==> config.mk <==
export PLATFORM = sky130hd
export DESIGN_NAME = preemptive_priority_scheduler
export DESIGN_NICKNAME = d
export VERILOG_FILES = /design/src/rtl/core/pps_pkg.sv /design/src/rtl/core/preemptive_priority_scheduler.sv /design/src/rtl/core/pps_table.sv /design/src/rtl/core/pps_select.sv
export SDC_FILE = /design/constraint.sdc
export NUM_CORES = 2
export LEC_CHECK = 0
export BUFFER_PORTS_ARGS = -buffer_cell sky130_fd_sc_hd__buf_2
export CAP_MARGIN = 20
export CORE_UTILIZATION = 56
export CTS_CLUSTER_SIZE = 10
export DETAILED_ROUTE_END_ITERATION = 8
export MAX_ROUTING_LAYER = met4
export PLACE_DENSITY = 0.81
export RECOVER_POWER = 50
export SETUP_SLACK_MARGIN = 0.15
export SLEW_MARGIN = 25
export SYNTH_ARGS = -nofsm -noshare
export SYNTH_HDL_FRONTEND = slang
export SYNTH_SLANG_ARGS = --single-unit
==> constraint.sdc <==
create_clock -name clock -period 6.83 [get_ports clock]
set_clock_uncertainty 0.05 [all_clocks]
set_input_delay 0.683 -clock clock [delete_from_list [all_inputs] [get_ports clock]]
set_output_delay 0.683 -clock clock [all_outputs]
set_load 0.1 [all_outputs]
==> src/rtl/core/pps_pkg.sv <==
// Shared types and constants for the preemptive priority scheduler.
// Used by pps_table, pps_select and preemptive_priority_scheduler.
`timescale 1ns / 1ps

package pps_pkg;

   localparam int TIME_W  = 24;
   localparam int ARR_W   = 16;
   localparam int BURST_W = 16;
   localparam int PRIO_W  = 8;
   localparam int SLOT_W  = 4;

   localparam logic [TIME_W-1:0] TIME_MAX = 24'hFFFFFF;

   // request kinds carried on req_tuser
   localparam logic OP_LOAD = 1'b0;
   localparam logic OP_TICK = 1'b1;

   typedef struct packed {
      logic [ARR_W-1:0]   arrival;
      logic [PRIO_W-1:0]  priority_level;
      logic [BURST_W-1:0] burst;
      logic [BURST_W-1:0] remaining;
   } slot_rec_type;

   typedef struct packed {
      logic live;      // remaining work is nonzero
      logic started;   // slot has had its first service
   } slot_flags_type;

   // time + 1, held at the top of the range
   function automatic logic [TIME_W-1:0] time_inc(input logic [TIME_W-1:0] t);
      return (t == TIME_MAX) ? t : t + 24'd1;
   endfunction

endpackage

==> src/rtl/core/preemptive_priority_scheduler.sv <==
// Preemptive priority scheduler, top level: request sequencer, timing math and
// response register. Depends on pps_pkg, pps_table and pps_select.
//
// Usage:
//   req channel: tuser = opcode (0 load, 1 tick); tdata = slot_id, arrival_time,
//   burst_length, priority_level from bit 0 up. A load writes one slot in the
//   cycle it is accepted and returns nothing; it is ready again next cycle.
//   A tick scans all MAX_PROCESSES slots, one per cycle, through a single
//   compare unit fed from the slot memory's read port, then drains the read
//   pipe (S_DRAIN) and does the update and the time arithmetic in S_RUN,
//   S_TAT, S_WAIT and S_OUT. rsp_tvalid is registered out of S_OUT, and
//   req_tready is low from an accepted tick until then, so the next request
//   is taken only once the tick is through.
//   rsp channel: tuser = ran_valid, first_run, finished; tdata = ran_slot,
//   response, completion, turnaround and waiting times. One response per tick.
//   The response sits in an output register; a new request is taken while it
//   waits, and a following tick holds in its last step until rsp_tready frees
//   the register.
//   Reset (synchronous) clears time to zero and marks every slot empty and
//   not started; slot records need no clearing.
`timescale 1ns / 1ps

module preemptive_priority_scheduler
   import pps_pkg::*;
#(
   parameter int MAX_PROCESSES = 16
) (
   input  logic          clock,
   input  logic          reset,
   input  logic          req_tvalid,
   output logic          req_tready,
   input  logic [47:0]   req_tdata,   // slot_id[3:0], arrival_time[19:4],
                                      // burst_length[35:20], priority_level[43:36]
   input  logic          req_tuser,   // opcode[0]
   output logic          rsp_tvalid,
   input  logic          rsp_tready,
   output logic [103:0]  rsp_tdata,   // ran_slot[3:0], response_time[27:4],
                                      // completion_time[51:28],
                                      // turnaround_time[75:52], waiting_time[99:76]
   output logic [2:0]    rsp_tuser    // ran_valid[0], first_run[1], finished[2]
);

   localparam int IDX_W = $clog2(MAX_PROCESSES);
   localparam logic [IDX_W-1:0] LAST_IDX = IDX_W'(MAX_PROCESSES - 1);

   typedef enum logic [2:0] {
      S_IDLE, S_SCAN, S_DRAIN, S_RUN, S_TAT, S_WAIT, S_OUT
   } state_type;

   // request fields
   logic [SLOT_W-1:0]  req_slot_id;
   logic [ARR_W-1:0]   req_arrival;
   logic [BURST_W-1:0] req_burst;
   logic [PRIO_W-1:0]  req_prio;

   assign req_slot_id = req_tdata[3:0];
   assign req_arrival = req_tdata[19:4];
   assign req_burst   = req_tdata[35:20];
   assign req_prio    = req_tdata[43:36];

   state_type          state_ff, state_in;
   logic [TIME_W-1:0]  time_ff, time_in;
   logic [IDX_W-1:0]   issue_ff, issue_in;
   logic               rd_vld_ff, rd_vld_in;
   logic [IDX_W-1:0]   rd_idx_ff, rd_idx_in;
   logic               first_ff, first_in;
   logic               fin_ff, fin_in;
   logic [TIME_W-1:0]  resp_ff, resp_in;
   logic [TIME_W-1:0]  comp_ff, comp_in;
   logic [TIME_W-1:0]  tat_ff, tat_in;
   logic [TIME_W-1:0]  wait_ff, wait_in;
   logic               run_ff, run_in;
   logic [SLOT_W-1:0]  run_slot_ff, run_slot_in;

   logic               rsp_valid_ff, rsp_valid_in;
   logic [2:0]         rsp_user_ff, rsp_user_in;
   logic [103:0]       rsp_data_ff, rsp_data_in;

   logic               req_acc, is_load, is_tick, slot_ok, out_free, sel_start;
   logic               wr_en;
   logic [IDX_W-1:0]   wr_addr;
   slot_rec_type       wr_rec, rd_rec, best_rec;
   slot_flags_type     wr_flags, rd_flags;
   logic               best_found, best_started;
   logic [IDX_W-1:0]   best_idx;
   logic [TIME_W-1:0]  arr_ext, burst_ext;

   assign req_tready = (state_ff == S_IDLE);
   assign req_acc    = req_tvalid && req_tready;
   assign is_load    = req_acc && (req_tuser == OP_LOAD);
   assign is_tick    = req_acc && (req_tuser == OP_TICK);
   assign slot_ok    = (32'(req_slot_id) < MAX_PROCESSES);
   assign out_free   = !rsp_valid_ff || rsp_tready;
   assign sel_start  = is_tick;
   assign arr_ext    = {{(TIME_W-ARR_W){1'b0}}, best_rec.arrival};
   assign burst_ext  = {{(TIME_W-BURST_W){1'b0}}, best_rec.burst};

   // single write port: loads from idle, remaining-count update after a scan
   always_comb begin
      wr_en    = 1'b0;
      wr_addr  = best_idx;
      wr_rec   = best_rec;
      wr_flags = '0;
      if (is_load) begin
         wr_en                 = slot_ok;
         wr_addr               = IDX_W'(req_slot_id);
         wr_rec.arrival        = req_arrival;
         wr_rec.priority_level = req_prio;
         wr_rec.burst          = req_burst;
         wr_rec.remaining      = req_burst;
         wr_flags.live         = (req_burst != '0);
         wr_flags.started      = 1'b0;
      end else if (state_ff == S_RUN) begin
         wr_en            = best_found;
         wr_rec.remaining = best_rec.remaining - 16'd1;
         wr_flags.live    = (best_rec.remaining != 16'd1);
         wr_flags.started = 1'b1;
      end
   end

   pps_table #(
      .MAX_PROCESSES (MAX_PROCESSES)
   ) u_table (
      .clock    (clock),
      .reset    (reset),
      .wr_en    (wr_en),
      .wr_addr  (wr_addr),
      .wr_rec   (wr_rec),
      .wr_flags (wr_flags),
      .rd_addr  (issue_ff),
      .rd_rec   (rd_rec),
      .rd_flags (rd_flags)
   );

   pps_select #(
      .MAX_PROCESSES (MAX_PROCESSES)
   ) u_select (
      .clock        (clock),
      .reset        (reset),
      .start        (sel_start),
      .cand_valid   (rd_vld_ff),
      .cand_idx     (rd_idx_ff),
      .cand_rec     (rd_rec),
      .cand_flags   (rd_flags),
      .cur_time     (time_ff),
      .best_found   (best_found),
      .best_idx     (best_idx),
      .best_rec     (best_rec),
      .best_started (best_started)
   );

   always_comb begin
      state_in     = state_ff;
      time_in      = time_ff;
      issue_in     = issue_ff;
      rd_vld_in    = (state_ff == S_SCAN);
      rd_idx_in    = issue_ff;
      first_in     = first_ff;
      fin_in       = fin_ff;
      resp_in      = resp_ff;
      comp_in      = comp_ff;
      tat_in       = tat_ff;
      wait_in      = wait_ff;
      run_in       = run_ff;
      run_slot_in  = run_slot_ff;
      rsp_valid_in = rsp_valid_ff && !rsp_tready;
      rsp_user_in  = rsp_user_ff;
      rsp_data_in  = rsp_data_ff;

      case (state_ff)
         S_IDLE: begin
            issue_in = '0;
            if (is_tick) begin
               state_in = S_SCAN;
            end
         end
         S_SCAN: begin
            issue_in = issue_ff + IDX_W'(1);
            if (issue_ff == LAST_IDX) begin
               issue_in = '0;
               state_in = S_DRAIN;
            end
         end
         S_DRAIN: begin
            state_in = S_RUN;
         end
         S_RUN: begin
            run_in      = best_found;
            run_slot_in = SLOT_W'(best_idx);
            first_in    = best_found && !best_started;
            fin_in      = best_found && (best_rec.remaining == 16'd1);
            resp_in     = (best_found && !best_started) ? (time_ff - arr_ext) : '0;
            comp_in     = time_inc(time_ff);
            state_in    = S_TAT;
         end
         S_TAT: begin
            tat_in   = comp_ff - arr_ext;
            state_in = S_WAIT;
         end
         S_WAIT: begin
            // saturated time can leave turnaround below the burst
            wait_in  = (tat_ff >= burst_ext) ? (tat_ff - burst_ext) : '0;
            state_in = S_OUT;
         end
         S_OUT: begin
            if (out_free) begin
               rsp_valid_in = 1'b1;
               rsp_user_in  = {fin_ff, first_ff, run_ff};
               rsp_data_in  = {4'd0,
                               fin_ff ? wait_ff : 24'd0,
                               fin_ff ? tat_ff  : 24'd0,
                               fin_ff ? comp_ff : 24'd0,
                               resp_ff,
                               run_ff ? run_slot_ff : 4'd0};
               time_in      = time_inc(time_ff);
               state_in     = S_IDLE;
            end
         end
         default: begin
            state_in = S_IDLE;
         end
      endcase
   end

   always_ff @(posedge clock) begin
      if (reset) begin
         state_ff     <= S_IDLE;
         time_ff      <= '0;
         issue_ff     <= '0;
         rd_vld_ff    <= 1'b0;
         rsp_valid_ff <= 1'b0;
      end else begin
         state_ff     <= state_in;
         time_ff      <= time_in;
         issue_ff     <= issue_in;
         rd_vld_ff    <= rd_vld_in;
         rsp_valid_ff <= rsp_valid_in;
      end
      rd_idx_ff   <= rd_idx_in;
      first_ff    <= first_in;
      fin_ff      <= fin_in;
      resp_ff     <= resp_in;
      comp_ff     <= comp_in;
      tat_ff      <= tat_in;
      wait_ff     <= wait_in;
      run_ff      <= run_in;
      run_slot_ff <= run_slot_in;
      rsp_user_ff <= rsp_user_in;
      rsp_data_ff <= rsp_data_in;
   end

   assign rsp_tvalid = rsp_valid_ff;
   assign rsp_tuser  = rsp_user_ff;
   assign rsp_tdata  = rsp_data_ff;

endmodule

==> src/rtl/core/pps_table.sv <==
// Process slot table: record memory with one write and one registered read port,
// plus live/started flags in flops cleared by reset. Depends on pps_pkg.
`timescale 1ns / 1ps

module pps_table
   import pps_pkg::*;
#(
   parameter int MAX_PROCESSES = 16
) (
   input  logic                             clock,
   input  logic                             reset,
   input  logic                             wr_en,
   input  logic [$clog2(MAX_PROCESSES)-1:0] wr_addr,
   input  slot_rec_type                     wr_rec,
   input  slot_flags_type                   wr_flags,
   input  logic [$clog2(MAX_PROCESSES)-1:0] rd_addr,
   output slot_rec_type                     rd_rec,
   output slot_flags_type                   rd_flags
);

   slot_rec_type   mem [MAX_PROCESSES];
   slot_flags_type flags_ff [MAX_PROCESSES];
   slot_rec_type   rd_rec_ff;
   slot_flags_type rd_flags_ff;

   always_ff @(posedge clock) begin
      if (wr_en) begin
         mem[wr_addr] <= wr_rec;
      end
      rd_rec_ff <= mem[rd_addr];
   end

   always_ff @(posedge clock) begin
      if (reset) begin
         for (int i = 0; i < MAX_PROCESSES; i++) begin
            flags_ff[i] <= '0;
         end
         rd_flags_ff <= '0;
      end else begin
         if (wr_en) begin
            flags_ff[wr_addr] <= wr_flags;
         end
         rd_flags_ff <= flags_ff[rd_addr];
      end
   end

   assign rd_rec   = rd_rec_ff;
   assign rd_flags = rd_flags_ff;

endmodule

==> src/rtl/core/pps_select.sv <==
// Shared compare unit: takes one slot per cycle and keeps the best candidate
// (priority, then remaining burst, then lower index). Depends on pps_pkg.
`timescale 1ns / 1ps

module pps_select
   import pps_pkg::*;
#(
   parameter int MAX_PROCESSES = 16
) (
   input  logic                             clock,
   input  logic                             reset,
   input  logic                             start,
   input  logic                             cand_valid,
   input  logic [$clog2(MAX_PROCESSES)-1:0] cand_idx,
   input  slot_rec_type                     cand_rec,
   input  slot_flags_type                   cand_flags,
   input  logic [TIME_W-1:0]                cur_time,
   output logic                             best_found,
   output logic [$clog2(MAX_PROCESSES)-1:0] best_idx,
   output slot_rec_type                     best_rec,
   output logic                             best_started
);

   localparam int IDX_W = $clog2(MAX_PROCESSES);

   logic             found_ff, found_in;
   logic [IDX_W-1:0] idx_ff, idx_in;
   slot_rec_type     rec_ff, rec_in;
   logic             started_ff, started_in;
   logic             eligible, better;

   // slots come in ascending order, so a strict win keeps the lower index on ties
   always_comb begin
      eligible = cand_valid && cand_flags.live &&
                 ({{(TIME_W-ARR_W){1'b0}}, cand_rec.arrival} <= cur_time);
      better   = !found_ff ||
                 (cand_rec.priority_level < rec_ff.priority_level) ||
                 ((cand_rec.priority_level == rec_ff.priority_level) &&
                  (cand_rec.remaining < rec_ff.remaining));
      found_in   = found_ff;
      idx_in     = idx_ff;
      rec_in     = rec_ff;
      started_in = started_ff;
      if (start) begin
         found_in = 1'b0;
      end else if (eligible && better) begin
         found_in   = 1'b1;
         idx_in     = cand_idx;
         rec_in     = cand_rec;
         started_in = cand_flags.started;
      end
   end

   always_ff @(posedge clock) begin
      if (reset) begin
         found_ff <= 1'b0;
      end else begin
         found_ff <= found_in;
      end
      idx_ff     <= idx_in;
      rec_ff     <= rec_in;
      started_ff <= started_in;
   end

   assign best_found   = found_ff;
   assign best_idx     = idx_ff;
   assign best_rec     = rec_ff;
   assign best_started = started_ff;

endmodule
# --- Yosys cells after proc, flatten, opt, wreduce, memory -nomap -nowiden ---
# Memories as Yosys holds them, arrays and structs flattened. A register that Yosys moved wholly into a read port is not among the register bits.
# Index checks and enable logic that the tools add are counted.
word_totals:
  register_bits: 305
  ram_bits: 928
  n_memories: 2
  inputBits: 53
op_classes:
  bitwise: 2
  n_addsub: 6
  reduce_logical: 25
  eq_ne: 14
  order_cmp: 4
  mux: 26
memory_table:
  columns: ["name", "words", "width", "read_ports", "rd_ports_with_merged_regs", "wr", "line_no", "source"]
  rows:
  - ["u_table.mem", 16, 56, 1, 1, 1, "pps_table.sv:21", "slot_rec_type mem [MAX_PROCESSES];"]
  - ["u_table.flags_ff", 16, 2, 1, 1, 16, "pps_table.sv:22", "slot_flags_type flags_ff [MAX_PROCESSES];"]
ops:
  columns: ["cell", "count"]
  rows:
  - ["subtractor 24 x 16 -> 24 bit", 3]
  - ["2-to-1 mux 40 bit", 1]
  - ["2-to-1 mux 16 bit", 2]
  - ["adder 24 x 1 -> 24 bit, second input constant", 1]
  - ["equality test 24 bit, second input constant", 1]
  - ["greater-or-equal comparator 24 x 16 -> 1 bit", 1]
  - ["<= comparator 16 x 24 -> 1 bit", 1]
  - ["2-to-1 mux 24 bit", 1]
  - ["one-hot mux 3 bit (7 select lines)", 1]
  - ["equality test 16 x 1 -> 1 bit, second input constant", 1]
  - ["less-than comparator 16 bit", 1]
  - ["inequality test 16 x 1 -> 1 bit, second input constant", 1]
  - ["nonzero test 16 bit", 1]
  - ["subtractor 16 x 1 -> 16 bit, second input constant", 1]
  - ["2-to-1 mux 4 bit", 3]
  - ["2-to-1 mux 1 bit", 11]
  - ["logical AND 1 bit", 10]
  - ["equality test 3 bit, second input constant", 3]
  - ["2-to-1 mux 3 bit", 3]
  - ["equality test 8 bit", 1]
  - ["less-than comparator 8 bit", 1]
  - ["one-hot mux 4 bit (2 select lines)", 1]
  - ["equality test 3 x 2 -> 1 bit, second input constant", 2]
  - ["2-to-1 mux 2 bit", 3]
  - ["other kinds (13)", 22]

# --- Logic depth before layout (Yosys ltp) ---
depth:
  ltp_word: 9
  depth_mapped: 11
  mapped_depth_nobuf: 10

# --- Cells and area by module ---
# A second synthesis with hierarchy kept.
unflattened:
  cells_unflattened: 3053
  hier_area_um2: 52113.7
modules_own_cells:
  columns: ["module", "cells_per_inst", "area_each_um2", "n_inst"]
  rows:
  - ["pps_table", 1583, 36227.2, 1]
  - ["preemptive_priority_scheduler", 1256, 12978.7, 1]
  - ["pps_select", 214, 2907.8, 1]

# --- Worst setup path after synthesis ---
# Ideal clock, no wire load.
synth_timing:
  kind: "reg2reg"
  start: "reg time_ff[1]"
  end: "reg u_select.idx_ff[0] (netlist: u_select.best_idx[0]), enable pin"
  path_slack_ns: -0.187
  t_arrival_ns: 6.377
  synth_period_minus_slack_ns: 7.017
  stages_incl_launch_ff: 10
  n_path_buf: 0
  path_cell_list: "dfxtp_1 > inv_1 > ha_1 > nor2b_1 > o21a_1 > o21ai_0 > a21oi_1 > o31a_1 > o22a_1 > a311oi_1"
synth_between:
  elab_chain_cells: 4
synth_rtl:
  columns: ["element", "line_no", "source"]
  rows:
  - ["start, declared", "preemptive_priority_scheduler.sv:62", "logic [TIME_W-1:0] time_ff, time_in;"]
  - ["start signal, assigned", "preemptive_priority_scheduler.sv:234", "time_ff <= time_in;"]
  - ["<= comparator 16 x 24 -> 1 bit", "pps_select.sv:35", "({{(TIME_W-ARR_W){1'b0}}, cand_rec.arrival} <= cur_time);"]
  - ["logical AND 1 bit", "pps_select.sv:34", "eligible = cand_valid && cand_flags.live &&"]
  - ["logical AND 1 bit", "pps_select.sv:46", "end else if (eligible && better) begin"]
  - ["AND reduction 2 bit (no source line)", null, null]
  - ["end signal, assigned", "pps_select.sv:60", "idx_ff <= idx_in;"]
  - ["end, declared", "pps_select.sv:27", "logic [IDX_W-1:0] idx_ff, idx_in;"]
# Every way passes these cells.
# A chain may end at the register's enable or synchronous reset.

==> impl_metrics.toml <==
[global_routing]
grt.overflow.total = 0
grt_pass1_vias = 28800
grt_usage = 0.277
grt_max_degree = 143
antenna_found_initial = 5
grt_pass1_wl_um = 184000

[synth]
synth_warnings = 0
synth_top_family_by_area = "multiplexers"
synth_xor_area_frac = 0.0172
synthCells = 2849
synthDistinctLibCells = 66
synth_area_per_cell_um2 = 18.2
synth.cell_area_mm2 = 0.0519
muxShareOfSynthArea = 0.127
synth_simple_gate_area_share = 0.0554
synth-async-reset-ratio = 0
synth-seq-area-share = 0.728
synth_compound_area_frac = 0.0314
synth_fa_ha_area_frac = 0.0231
synth_edf_count = 1195
ys_ff_latch = 1291
yosys_most_used_dff = "edfxtp_1"

[die]
dieArea_mm2 = 0.0939
initial_core_util = 0.566
core_area_mm2 = 0.0918
die_x_um = 306
pin_count = 162
row_count = 111
die_h_um = 306

[routing]
highest_layer = "met4"
drc = 0
wl_met3_um = 12400
vias = 28400
vias_per_cell = 6.36
met2_length_um = 63000
wire_per_inst_um = 28.0
wl_met1_um = 44800
drt-pass1-iter-count = 5
antenna_left = 0
wirelength_um = 125000
drtIter0Drc = 3435

[sta]
finalHoldViolCount = 0
fin_ws_ns = 1.36
tns_ns = 0
hold-worst-slack_ns = 0.257
setup_viol = 0
clock.fmax_ghz = 0.183
finalCritPeriodShare = 0.802
rsz0062_at_grt = "false"
slew_headroom = -1.70
worstMarginPinSlew_ns = 4.05
min_period_ns = 5.47
drv_slew = 837

[setup_path]
cp.arrival_ns = 5.60
worstPathRequired_ns = 6.95
path_max_fanout = 53
cp-start-kind = "flip-flop"
cp-end-kind = "flip-flop"
path_class = "reg -> reg"

[power_and_ir_drop]
p_per_area_mw_per_mm2 = 298
leakagePower_nw = 18.8
vdd_drop_max_uv = 229

[outcome]
failed_checks = "max-capacitance violations, max-slew violations"
run_status = "finished, violations left"

[clocking]
clock_path_buffers = 3
clk_pin_slew_ns = 0.05
ctsResizeCount = 0
cts-root-buf = "clkbuf_16"
cts_tree = "built"
clock_latency_ns = 0.77
cts_htree_levels = 4
cts_hold_buf = 0
clock-sinks = 1291
cts_buffers = 148
postCtsSetupBuffers = 0

[final_layout]
syn_to_final_growth_pct = 12.8
final_nets = 3251
final_layout_size_suffix_gt1_frac = 0.185

[place]
preCtsSetupSlack_ns = 2.43
dp.final_hpwl_um = 69000
port_buffers = 153
place_congestion = 0.929

[run]
drv_cap = 25

[min_path]
holdCritPathClass = "in -> reg"
## state kept, by name, summed over array words and instances, names as in the netlist, 2 cells and up
register and cells:
comp_ff 24, issue_ff 4, rd_idx_ff 4, resp_ff 24, rsp_tdata 100, rsp_tuser 3, run_slot_ff 4, state_ff 3
tat_ff 24, time_ff 24, u_select.best_idx 4, u_select.best_rec 56, u_table.flags_ff 32, u_table.mem 896, u_table.rd_flags 2, u_table.rd_rec 56
wait_ff 24
## power breakdown
group / total (W) / internal [W] / switching (W)
registers: 0.00895 / 0.00886 / 0.0000856
logic: 0.00124 / 0.000540 / 0.000703
clock network: 0.00726 / 0.00413 / 0.00314
total: 0.0175 / 0.0135 / 0.00393
## placed cells by master, fill, tap and decap left out, types with 21 or more instances in the layout
master / netlist / final
a21o_1: 23 / 23
a21oi_1: 69 / 69
and2_0: 0 / 58
and2_1: 81 / 22
buf_2: 20 / 49
buf_4: 4 / 39
clkbuf_1: 71 / 229
clkbuf_16: 0 / 148
dfxtp_1: 96 / 94
edfxtp_1: 1195 / 1195
ha_1: 91 / 91
inv_1: 108 / 94
mux4_2: 290 / 290
nand2_1: 109 / 110
nand2b_1: 31 / 31
nand3_1: 27 / 28
nand4_1: 27 / 27
nor2_1: 149 / 146
nor3_1: 36 / 38
nor4_1: 22 / 22
o21ai_0: 99 / 88
or2_2: 21 / 21
xnor2_1: 78 / 78
xor2_1: 24 / 24
## Yosys cell counts, types with 5 or more instances
library cell | n | area, µm²
buf_1 | 21 | 78.8
nand3_1 | 27 | 135
xnor2_1 | 78 | 683
a31oi_1 | 11 | 68.8
dfxtp_1 | 96 | 1920
and2_1 | 81 | 507
buf_2 | 20 | 100
nor3_1 | 36 | 180
nor4_1 | 22 | 138
mux4_2 | 290 | 6530
clkbuf_1 | 71 | 267
o211ai_1 | 6 | 45.0
xor2_1 | 24 | 210
a21o_1 | 23 | 173
ha_1 | 91 | 1140
nor3b_1 | 11 | 82.6
or2_2 | 21 | 131
nor2_1 | 149 | 559
nor2b_1 | 17 | 106
a21oi_1 | 69 | 345
a211oi_1 | 9 | 67.6
nand2b_1 | 31 | 194
o21ai_0 | 99 | 495
nand2_1 | 109 | 409
and3_1 | 6 | 37.5
inv_1 | 108 | 405
o31ai_1 | 6 | 45.0
o21bai_1 | 5 | 37.5
o21a_1 | 13 | 97.6
edfxtp_1 | 1195 | 35900
nand4_1 | 27 | 169
or3_1 | 17 | 106
## kinds of logic after synthesis
| family | count (synthesis) |
|---|---|
| fa+ha+maj | 94 |
| other cells | 1 |
| compound gates | 269 |
| simple gates | 568 |
| xor+xnor | 102 |
| buf+inv | 226 |
| flops | 1291 |
| mux | 298 |
## worst paths after layout
path / startpoint / end / slack, ns / cells past startpoint
worst max register to register: state_ff[1]$_SDFFE_PP0P_ / u_table.mem[11][33]$_DFFE_PP_ / 1.36 / 4
worst min register to register: rd_idx_ff[1]$_DFF_P_ / u_select.best_idx[1]$_DFFE_PP_ / 0.35 / 0
worst max-delay path: state_ff[1]$_SDFFE_PP0P_ / u_table.mem[11][33]$_DFFE_PP_ / 1.36 / 4
worst min-delay path: req_tvalid / state_ff[0]$_SDFFE_PP0P_ / 0.26 / 5
## final cells by class
class | count | area [µm²]
clock buffer | 250 | 4100
timing repair buffer | 220 | 1070
clock inverter | 18 | 338
inverter | 108 | 407
fill | 5963 | 33300
tap | 1243 | 1560
sequential | 1291 | 37800
antenna | 4 | 10.0
multi-input combinational | 1335 | 13300
## stage by stage
stage / std cells / cell area [µm²] / utilization / power (W)
3_5_place_dp: 4195 / 54400 / 0.592 / 0.0103
4_1_cts: 4463 / 58800 / 0.641 / 0.0175
6_report: 4469 / 58500 / 0.638 / 0.0175
2_1_floorplan: 2852 / 51900 / - / 0.00996
3_3_place_gp: 4194 / 54400 / 0.592 / 0.0102
5_1_grt: 4468 / 58500 / 0.638 / 0.0179
## critical path, stage by stage, from the launching register on
cell and delay, ns:
dfxtp_1 0.41, nor3_1 0.40, and2_4 0.65, clkbuf_1 1.99, o21ai_0 1.33
## layer usage
| layer | vias up | GRT usage |
|---|---|---|
| met5 | - | - |
| met4 | 0 | 0.111 |
| met3 | 315 | 0.0540 |
| met2 | 1956 | 0.452 |
| met1 | 14400 | 0.343 |
| li1 | 11800 | - |
Power figures use the tool's default switching activity.
